$ cat config.mk
export PLATFORM = sky130hd
export DESIGN_NAME = jpeg_bit_reader_unstuff_unit_flat
export DESIGN_NICKNAME = d
export VERILOG_FILES = /design/src/hw/rtl/jbr_pkg.sv /design/src/hw/rtl/jbr_channels.sv /design/src/hw/rtl/jpeg_bit_reader_unstuff_unit.sv /design/src/hw/rtl/jbr_step.sv /design/src/flat_wrapper.sv
export SDC_FILE = /design/constraint.sdc
export NUM_CORES = 1
export LEC_CHECK = 0
export CORE_MARGIN = 2
export CORE_UTILIZATION = 25
export DETAILED_ROUTE_END_ITERATION = 7
export DONT_BUFFER_PORTS = 1
export PLACE_DENSITY = 0.46
export SYNTH_ARGS = -nofsm -noshare
export SYNTH_HDL_FRONTEND = slang
export SYNTH_SLANG_ARGS = --single-unit
$ cat constraint.sdc
create_clock -name clk -period 3.1 [get_ports clk]
set_input_delay 0.62 -clock clk [delete_from_list [all_inputs] [get_ports clk]]
set_output_delay 0.62 -clock clk [all_outputs]
set_load 0.03 [all_outputs]
$ cat src/hw/rtl/jbr_pkg.sv
package jbr_pkg;

    localparam int BUFFER_BITS = 64;
    localparam int MAX_READ    = 32;
    localparam int HELD_W      = $clog2(BUFFER_BITS + 1);
    localparam int BYTE_BITS   = 8;

    typedef enum logic [1:0] {
        OP_PUSH  = 2'd0,
        OP_READ  = 2'd1,
        OP_CLEAR = 2'd2,
        OP_NOP   = 2'd3
    } opcode_t;

    typedef enum logic [1:0] {
        SKIP_NONE   = 2'd0,
        SKIP_STUFF  = 2'd1,
        SKIP_FF     = 2'd2,
        SKIP_MARKER = 2'd3
    } skip_t;

    typedef struct packed {
        logic [1:0] opcode;
        logic [7:0] stream_byte;
        logic [5:0] bits_wanted;
    } item_t;

    typedef struct packed {
        logic [31:0] bits_value;
        logic        read_ok;
        logic        starved;
        logic        overflow;
        logic [1:0]  skip_kind;
        logic [6:0]  bits_held;
        logic [15:0] stuffing_count;
    } result_t;

    typedef struct packed {
        logic [BUFFER_BITS-1:0] bit_store;
        logic [HELD_W-1:0]      held_count;
        logic                   after_ff;
        logic [15:0]            stuff_counter;
    } reader_state_t;

    function automatic logic [BUFFER_BITS-1:0] low_mask(input logic [HELD_W-1:0] n);
        low_mask = ~({BUFFER_BITS{1'b1}} << n);
    endfunction

endpackage

$ cat src/hw/rtl/jbr_channels.sv
interface jbr_item_if import jbr_pkg::*; ();
    logic  valid;
    logic  ready;
    item_t payload;

    modport source (output valid, output payload, input ready);
    modport sink (input valid, input payload, output ready);
endinterface

interface jbr_result_if import jbr_pkg::*; ();
    logic    valid;
    logic    ready;
    result_t payload;

    modport source (output valid, output payload, input ready);
    modport sink (input valid, input payload, output ready);
endinterface

$ cat src/hw/rtl/jpeg_bit_reader_unstuff_unit.sv
// Channel  Dir  Beat payload
// item     in   opcode, stream_byte, bits_wanted
// result   out  bits_value, read_ok, starved, overflow, skip_kind, bits_held,
//               stuffing_count
//
// One item per cycle unless result stalls; items pass item_reg, then result_reg.
// The input register feeds the step logic, which updates the reader state and
// loads the result register in the same cycle.
// rst_n clears the bit store, counts and valid flags asynchronously.
// A stalled result holds both stages; item.ready drops only when both are full.
module jpeg_bit_reader_unstuff_unit import jbr_pkg::*; (
    input  logic            clk,
    input  logic            rst_n,
    jbr_item_if.sink        item,
    jbr_result_if.source    result
);

    item_t         item_reg;
    logic          item_valid_reg;
    result_t       result_reg;
    result_t       result_next;
    logic          result_valid_reg;
    reader_state_t state_reg;
    reader_state_t state_next;
    logic          out_free;
    logic          advance;

    assign out_free   = !result_valid_reg || result.ready;
    assign advance    = item_valid_reg && out_free;
    assign item.ready = !item_valid_reg || out_free;

    jbr_step u_step (
        .item       (item_reg),
        .state      (state_reg),
        .state_next (state_next),
        .result     (result_next)
    );

    always_ff @(posedge clk or negedge rst_n)
    begin
        if (!rst_n)
        begin
            item_valid_reg   <= 1'b0;
            result_valid_reg <= 1'b0;
            state_reg        <= '0;
        end
        else
        begin
            if (item.ready)
            begin
                item_valid_reg <= item.valid;
            end
            if (out_free)
            begin
                result_valid_reg <= item_valid_reg;
            end
            if (advance)
            begin
                state_reg <= state_next;
            end
        end
    end

    always_ff @(posedge clk)
    begin
        if (item.valid && item.ready)
        begin
            item_reg <= item.payload;
        end
        if (advance)
        begin
            result_reg <= result_next;
        end
    end

    assign result.valid   = result_valid_reg;
    assign result.payload = result_reg;

endmodule

$ cat src/hw/rtl/jbr_step.sv
module jbr_step import jbr_pkg::*; (
    input  item_t         item,
    input  reader_state_t state,
    output reader_state_t state_next,
    output result_t       result
);

    logic [HELD_W-1:0]      want;
    logic [HELD_W-1:0]      rest;
    logic [HELD_W:0]        push_total;
    logic [BUFFER_BITS-1:0] extracted;

    always_comb
    begin
        // saturate the read length
        if (item.bits_wanted > 6'(MAX_READ))
        begin
            want = HELD_W'(MAX_READ);
        end
        else
        begin
            want = HELD_W'(item.bits_wanted);
        end
        rest       = state.held_count - want;
        push_total = (HELD_W + 1)'(state.held_count) + (HELD_W + 1)'(BYTE_BITS);
        extracted  = (state.bit_store >> rest) & low_mask(want);
    end

    always_comb
    begin
        state_next = state;
        result     = '0;

        case (opcode_t'(item.opcode))
            OP_PUSH:
            begin
                if (state.after_ff)
                begin
                    // drop the byte that follows a data 0xFF
                    state_next.after_ff = 1'b0;
                    if (item.stream_byte == 8'h00)
                    begin
                        state_next.stuff_counter = state.stuff_counter + 16'd1;
                        result.skip_kind         = SKIP_STUFF;
                    end
                    else if (item.stream_byte == 8'hFF)
                    begin
                        result.skip_kind = SKIP_FF;
                    end
                    else
                    begin
                        result.skip_kind = SKIP_MARKER;
                    end
                end
                else if (push_total > (HELD_W + 1)'(BUFFER_BITS))
                begin
                    result.overflow = 1'b1;
                end
                else
                begin
                    state_next.bit_store  = (state.bit_store << BYTE_BITS)
                                          | BUFFER_BITS'(item.stream_byte);
                    state_next.held_count = push_total[HELD_W-1:0];
                    state_next.after_ff   = (item.stream_byte == 8'hFF);
                end
            end
            OP_READ:
            begin
                if (want > state.held_count)
                begin
                    result.starved = 1'b1;
                end
                else
                begin
                    result.bits_value     = extracted[31:0];
                    result.read_ok        = 1'b1;
                    state_next.held_count = rest;
                    state_next.bit_store  = state.bit_store & low_mask(rest);
                end
            end
            OP_CLEAR:
            begin
                // round the count down to a byte boundary
                state_next.held_count = {state.held_count[HELD_W-1:3], 3'b000};
                state_next.bit_store  = state.bit_store
                                      & low_mask({state.held_count[HELD_W-1:3], 3'b000});
            end
            default:
            begin
                state_next = state;
            end
        endcase

        result.bits_held      = 7'(state_next.held_count);
        result.stuffing_count = state_next.stuff_counter;
    end

endmodule

$ cat src/flat_wrapper.sv
// flat-port wrapper written by rule: the top's interface ports become plain ports
module jpeg_bit_reader_unstuff_unit_flat import jbr_pkg::*;
  (clk, rst_n, item_valid, item_payload, item_ready, result_valid, result_payload, result_ready);
  jbr_item_if item_i ();
  jbr_result_if result_i ();
  input  logic clk;
  input  logic rst_n;
  input wire logic [$bits(item_i.valid)-1:0] item_valid;
  input wire logic [$bits(item_i.payload)-1:0] item_payload;
  output wire logic [$bits(item_i.ready)-1:0] item_ready;
  output wire logic [$bits(result_i.valid)-1:0] result_valid;
  output wire logic [$bits(result_i.payload)-1:0] result_payload;
  input wire logic [$bits(result_i.ready)-1:0] result_ready;
  assign item_i.valid = item_valid;
  assign item_i.payload = item_payload;
  assign item_ready = item_i.ready;
  assign result_valid = result_i.valid;
  assign result_payload = result_i.payload;
  assign result_i.ready = result_ready;
  jpeg_bit_reader_unstuff_unit u_core (.clk(clk), .rst_n(rst_n), .item(item_i), .result(result_i));
endmodule
After elaboration in Yosys (flattened, before gate mapping)
Index checks and enable logic that the tools add are counted.

Register bits: 166. Input bits: 20. Output and inout bits: 62. Logic and storage cells: 72.

Add/sub/neg operators: 3. Order comparisons: 3. Equal/unequal tests: 6. Shift-type cells: 4. Muxes and demuxes: 14. Bitwise gates (word level): 10. Reduce and logical (&&, ||, !) cells: 15.

Operator list (number): $pmux 71 s3 (1); $mux 71 (2); $and 64x64->64 (2); $not 64->64 (2); $shl 64x7->64 const A (2); $mux 72 (1); $or 64x8->64 (1); $shl 64x6->32 const A (1); $shr 64x7->32 (1); $mux 16 (3); $and 32x32->32 (1); $not 32->32 (1); $add 16x1->16 const B (1); $add 7x4->8 const B (1); $eq 8x8->1 const B (1); $gt 8x7->1 const B (1); $logic_not 8->1 (1); $gt 6x7->1 (1); $sub 7x7->7 (1); $gt 6x6->1 const B (1); $mux 1 (6); $mux 6 (1); $ne 2x2->1 const B (3); $reduce_and 5->1 (1); 11 further kinds (18).

Logic depth before layout (Yosys ltp)
Depth in word-level cells: 8. Gate-level depth with buffers: 15. Mapped depth without buffers: 12.

Hierarchy
Synthesis repeated with hierarchy kept, for this count alone.

Cells, all modules: 1339. Area, all modules: 12974.9 sq um.

By module, submodules not included: jbr_step (times used 1, cells each 1069, area an instance 7303.3 sq um); jpeg_bit_reader_unstuff_unit (times used 1, cells each 270, area an instance 5671.7 sq um).

Least setup slack after synthesis
Ideal clock, no wire load.

Path kind: flip-flop to flip-flop. From: register u_core.item_reg[5] (netlist bit). To: register u_core.result_reg (netlist bit u_core.result.payload[35]), data pin. Setup time: 0.270 ns. Arrival time: 3.122 ns. Data required time: 2.830 ns. Path slack: -0.292 ns. Stages on the path, launching flop included: 16. Path buffers: 3. Clock period less this slack: 3.392 ns. Cells stage by stage: edfxtp_1 > inv_1 > nand2_1 > inv_1 > ha_1 > fa_1 > buf_2 > buf_2 > buf_2 > mux4_2 > nand2_1 > o21ai_0 > mux2i_1 > mux2i_1 > a221oi_1 > nor3_1.

Longest elaborated chain between the ends: 5.

RTL lines: start: declaration (RTL line jpeg_bit_reader_unstuff_unit.sv:18) `item_t item_reg;`; start signal: assignment (RTL line jpeg_bit_reader_unstuff_unit.sv:68) `item_reg <= item.payload;`; $gt 6x6->1 (RTL line jbr_step.sv:16) `if (item.bits_wanted > 6'(MAX_READ))`; $mux 6 (*) (RTL line jbr_step.sv:16); $sub 7x7->7 or $shl 64x6->32 (tied branches) (RTL line jbr_step.sv:24, jbr_pkg.sv:46); $shr 64x7->32 or $not 32->32 (tied branches) (RTL line jbr_step.sv:26, jbr_pkg.sv:46); $and 32x32->32 (RTL line jbr_step.sv:26) `extracted = (state.bit_store >> rest) & low_mask(want);`; end signal: assignment (RTL line jpeg_bit_reader_unstuff_unit.sv:72) `result_reg <= result_next;`; end: declaration (RTL line jpeg_bit_reader_unstuff_unit.sv:20) `result_t result_reg;`.

Every way passes the cells marked *; elsewhere a longest branch is shown, timed or not. A chain may end at the register's enable or synchronous reset.

Worst setup path after layout
From: register u_core.item_reg[0] (netlist bit). To: register u_core.result_reg (netlist bit u_core.result.payload[54]), data pin.

The elaborated chain is that of the path after synthesis.

==> impl_results.md <==
* Syn Inst Count at 1,205
* Overflow after GRT at 0
* Area of the multi-input gates at 8100 sq um
* Startpoint types: flip-flop
* ANT cells at 0
* Pre-CTS setup slack at -706 ps
* P per Cell Area at 1360 nW/um^2
* FP Rows at 80
* GRT Max-Usage Layer: met2
* Chip Width at 223 um
* Unrepaired setup endpoints after global routing: true
* Vias/cell at approximately 5.4
* Synth Warn # at 0
* R2R setup slack at -480 ps
* Final Max Tran Viols at 0
* Fin crit period at 3580 ps
* DR DRC count at 0
* Sequential fraction of the synthesis area at between 30% and 40%
* GR Util met2 at roughly 28%
* Initial DRC count at roughly 970
* Worst-Margin Slew at 998 ps
* Largest net degree at the start of global routing at a little over 90
* Library cells used by synthesis at 90
* Area Growth Syn to Fin at 40.5%
* Final worst slack at -477 ps
* Finish-stage setup viols at 47
* Slew headroom at between 30% and 40%
* Failing checks: negative setup slack
* Clock latency on the worst-skew pair at between 400 and 500 ps
* 1st-pass router iterations at 5
* Std-Cell Core Area at about 48,000 sq um
* CTS tree: yes
* Post-synth EDFFs at 76
* Post-route ant nets at 0
* Ys async rst share at 54.2%
* Die Ht at 223 um
* Syn Nets at 1,243
* WL per Instance at 22.8 um
* Finished Cell Area at 16,800 sq um
* Ys flop type: dfrtp_1
* Largest register FFs at 88
* Static leakage at roughly 6.8 nW
* Root Buffer Master: clkbuf_16
* CP max FO at 6
* Setup TNS at -12,880 ps
* Tot GR Track Use at 17.9%
* Initial antenna violation count at 0
* Layout cells sized above 1 at between 40% and 50%
* Register bit count reported by yosys at between 150 and 200
* Post-layout util at a little over a third
* Worst-path clk slew at around 70 ps
* Crit path DAT at ~3800 ps
* Global Route met1 Usage at approximately a quarter
* # clock sinks at ~170
* Routability cong. at a little over 0.9
* CTS buffer count at 17
* Mapped cell area at between 10,000 and 15,000 sq um
* Met3 Use GR at 2.83%
* Die ar. at between 40,000 and 50,000 sq um
* Fin. Hold Viols at 0
* Global-route wire length before repair at 67,300 um
* Max Cap Violations at 0
* H-tree levels at 4
* Critical Path Sink Type: flip-flop
* Initial core utilization at 25.2%
* Dpl cell area at 14,100 sq um
* Avg Inst Size Synth at 9.95 sq um
* Via Count at 11,031
* Peak VDD IR at 0.000592 V
* DP Wirelength at between 30,000 and 40,000 um
* I/O pin total at slightly above 80
* Port Buffers at 0
* Final Cycle Share at 115%
* HP Class: primary input to asynchronous set/reset pin
* Highest clock rate at 0.280 GHz
* FF+latch area at 4530 sq um
* Critical path type: flip-flop to flip-flop
* Vias in the first global route at 10,372
* Crit path required time at 3300 ps
* Routed WL at 46,500 um
* Net count reported at finish at between 1,000 and 1,500
* Clk_skew at 18.7 ps
* Fillers at 4,705
* Status: finished, violations left
* Max Buffers Root-to-Sink at 2
Yosys cell counts, types with 8 or more instances:
library cell | n | area (sq um)
mux2i_1 | 70 | 701
nor3_1 | 24 | 120
dfrtp_1 | 90 | 2250
nand2_1 | 201 | 754
buf_2 | 40 | 200
a21oi_1 | 26 | 130
mux4_2 | 55 | 1240
xor2_1 | 13 | 114
and3_1 | 49 | 307
o21ai_0 | 72 | 360
mux2_2 | 14 | 158
a211oi_1 | 13 | 97.6
a31oi_1 | 12 | 75.1
clkbuf_1 | 34 | 128
o211ai_1 | 8 | 60.1
xnor2_1 | 22 | 193
nand2b_1 | 10 | 62.6
and2_1 | 8 | 50.1
a32oi_1 | 10 | 87.6
nand4_1 | 11 | 68.8
nand3_1 | 29 | 145
a221o_1 | 40 | 400
buf_4 | 11 | 82.6
ha_1 | 17 | 213
nor4_1 | 10 | 62.6
nor2_1 | 85 | 319
edfxtp_1 | 76 | 2280
inv_1 | 29 | 109
timing repair:
action / CTS / global route
endpoints found under the setup margin: 76 / 97
gates cloned: 1 / 9
gates resized for setup: 113 / 237
pin swaps: 32 / 67
endpoints found under the hold margin: 90 / 0
hold buffers: 1 / 0
setup buffers: 12 / 47
critical path, stage by stage, from the launching register on:
cell      delay (ps)
edfxtp_1         420
nand2_2          110
inv_2             50
ha_4             160
fa_4             820
buf_4            190
buf_6            150
mux4_2           510
nand2_1           90
nand2_1          100
mux4_2           520
a21oi_4          170
nor3_2            50
cells by family (layout without fill, tap and decap cells):
logic type / Yosys count / in the layout / share of synthesized area (%)
and+or+nand+nor: 464 / 464 / 18.3
AOI/OAI and AO/OA: 253 / 253 / 15.7
DFF: 166 / 166 / 37.8
muxes: 140 / 140 / 17.7
buffers and inverters: 124 / 347 / 5.02
xor gates and xnor gates: 40 / 41 / 3.52
adders and majority gates: 18 / 18 / 1.94
stage by stage:
step / std cells / hold slack [ps] / power, W
after floorplan: 1205 / 324 / 0.0108
after global placement: 1946 / 326 / 0.0163
after detailed placement: 1946 / 326 / 0.0163
after CTS: 1990 / 74.5 / 0.0199
after global routing: 2044 / 55.2 / 0.0241
final: 2044 / 55.0 / 0.0230
cell usage in the layout (no fill, tap or decap), types with 11 or more instances in the layout:
| master | count |
|---|---|
| a21oi_1 | 15 |
| a221o_1 | 40 |
| and3_1 | 29 |
| and3_4 | 20 |
| buf_12 | 22 |
| buf_4 | 213 |
| buf_6 | 37 |
| clkbuf_16 | 23 |
| dfrtp_1 | 90 |
| edfxtp_1 | 76 |
| ha_1 | 11 |
| inv_1 | 25 |
| mux2_2 | 11 |
| mux2i_1 | 32 |
| mux2i_2 | 23 |
| mux2i_4 | 15 |
| mux4_2 | 55 |
| nand2_1 | 153 |
| nand2_2 | 41 |
| nand3_1 | 26 |
| nand4_1 | 11 |
| nor2_1 | 66 |
| nor2_2 | 17 |
| nor3_1 | 14 |
| o21ai_0 | 44 |
| o21ai_1 | 19 |
| o21ai_2 | 12 |
| xnor2_1 | 20 |
| xor2_1 | 12 |
routing by layer:
metal	share of wire (%)	routed length [um]	up-vias
met5	0	0	-
met4	2.8	1300	0
met3	5.2	2420	57
met2	47	21700	395
met1	45	21100	5620
li1	-	-	4959
power breakdown:
part / switching, W / total (W) / internal (W)
clock network: 0.000976 / 0.00228 / 0.00131
logic: 0.00900 / 0.0170 / 0.00799
registers: 0.000938 / 0.00371 / 0.00277
worst paths after layout:
path	start	end	depth (start not counted)
worst max-delay path	u_core.item_reg[0]	u_core.result.payload[54]	12
worst min-delay path	rst_n	u_core.result.valid	1
worst max register to register	u_core.item_reg[0]	u_core.result.payload[54]	12
worst min register to register	u_core.state_reg[15]	u_core.state_reg[15]	1
max in group asynchronous	rst_n	u_core.state_reg[35]	1
min in group clk	item_payload[13]	u_core.item_reg[13]	0
area by class of cell:
class,instances,share of cell area (%)
Inverter,31,0.691
Multi-Input combinational cell,916,48.1
Timing Repair Buffer,284,16.1
Tap cell,615,4.57
Sequential cell,166,26.9
Clock buffer,20,2.65
Clock inverter,12,0.966
Power figures use the tool's default switching activity.
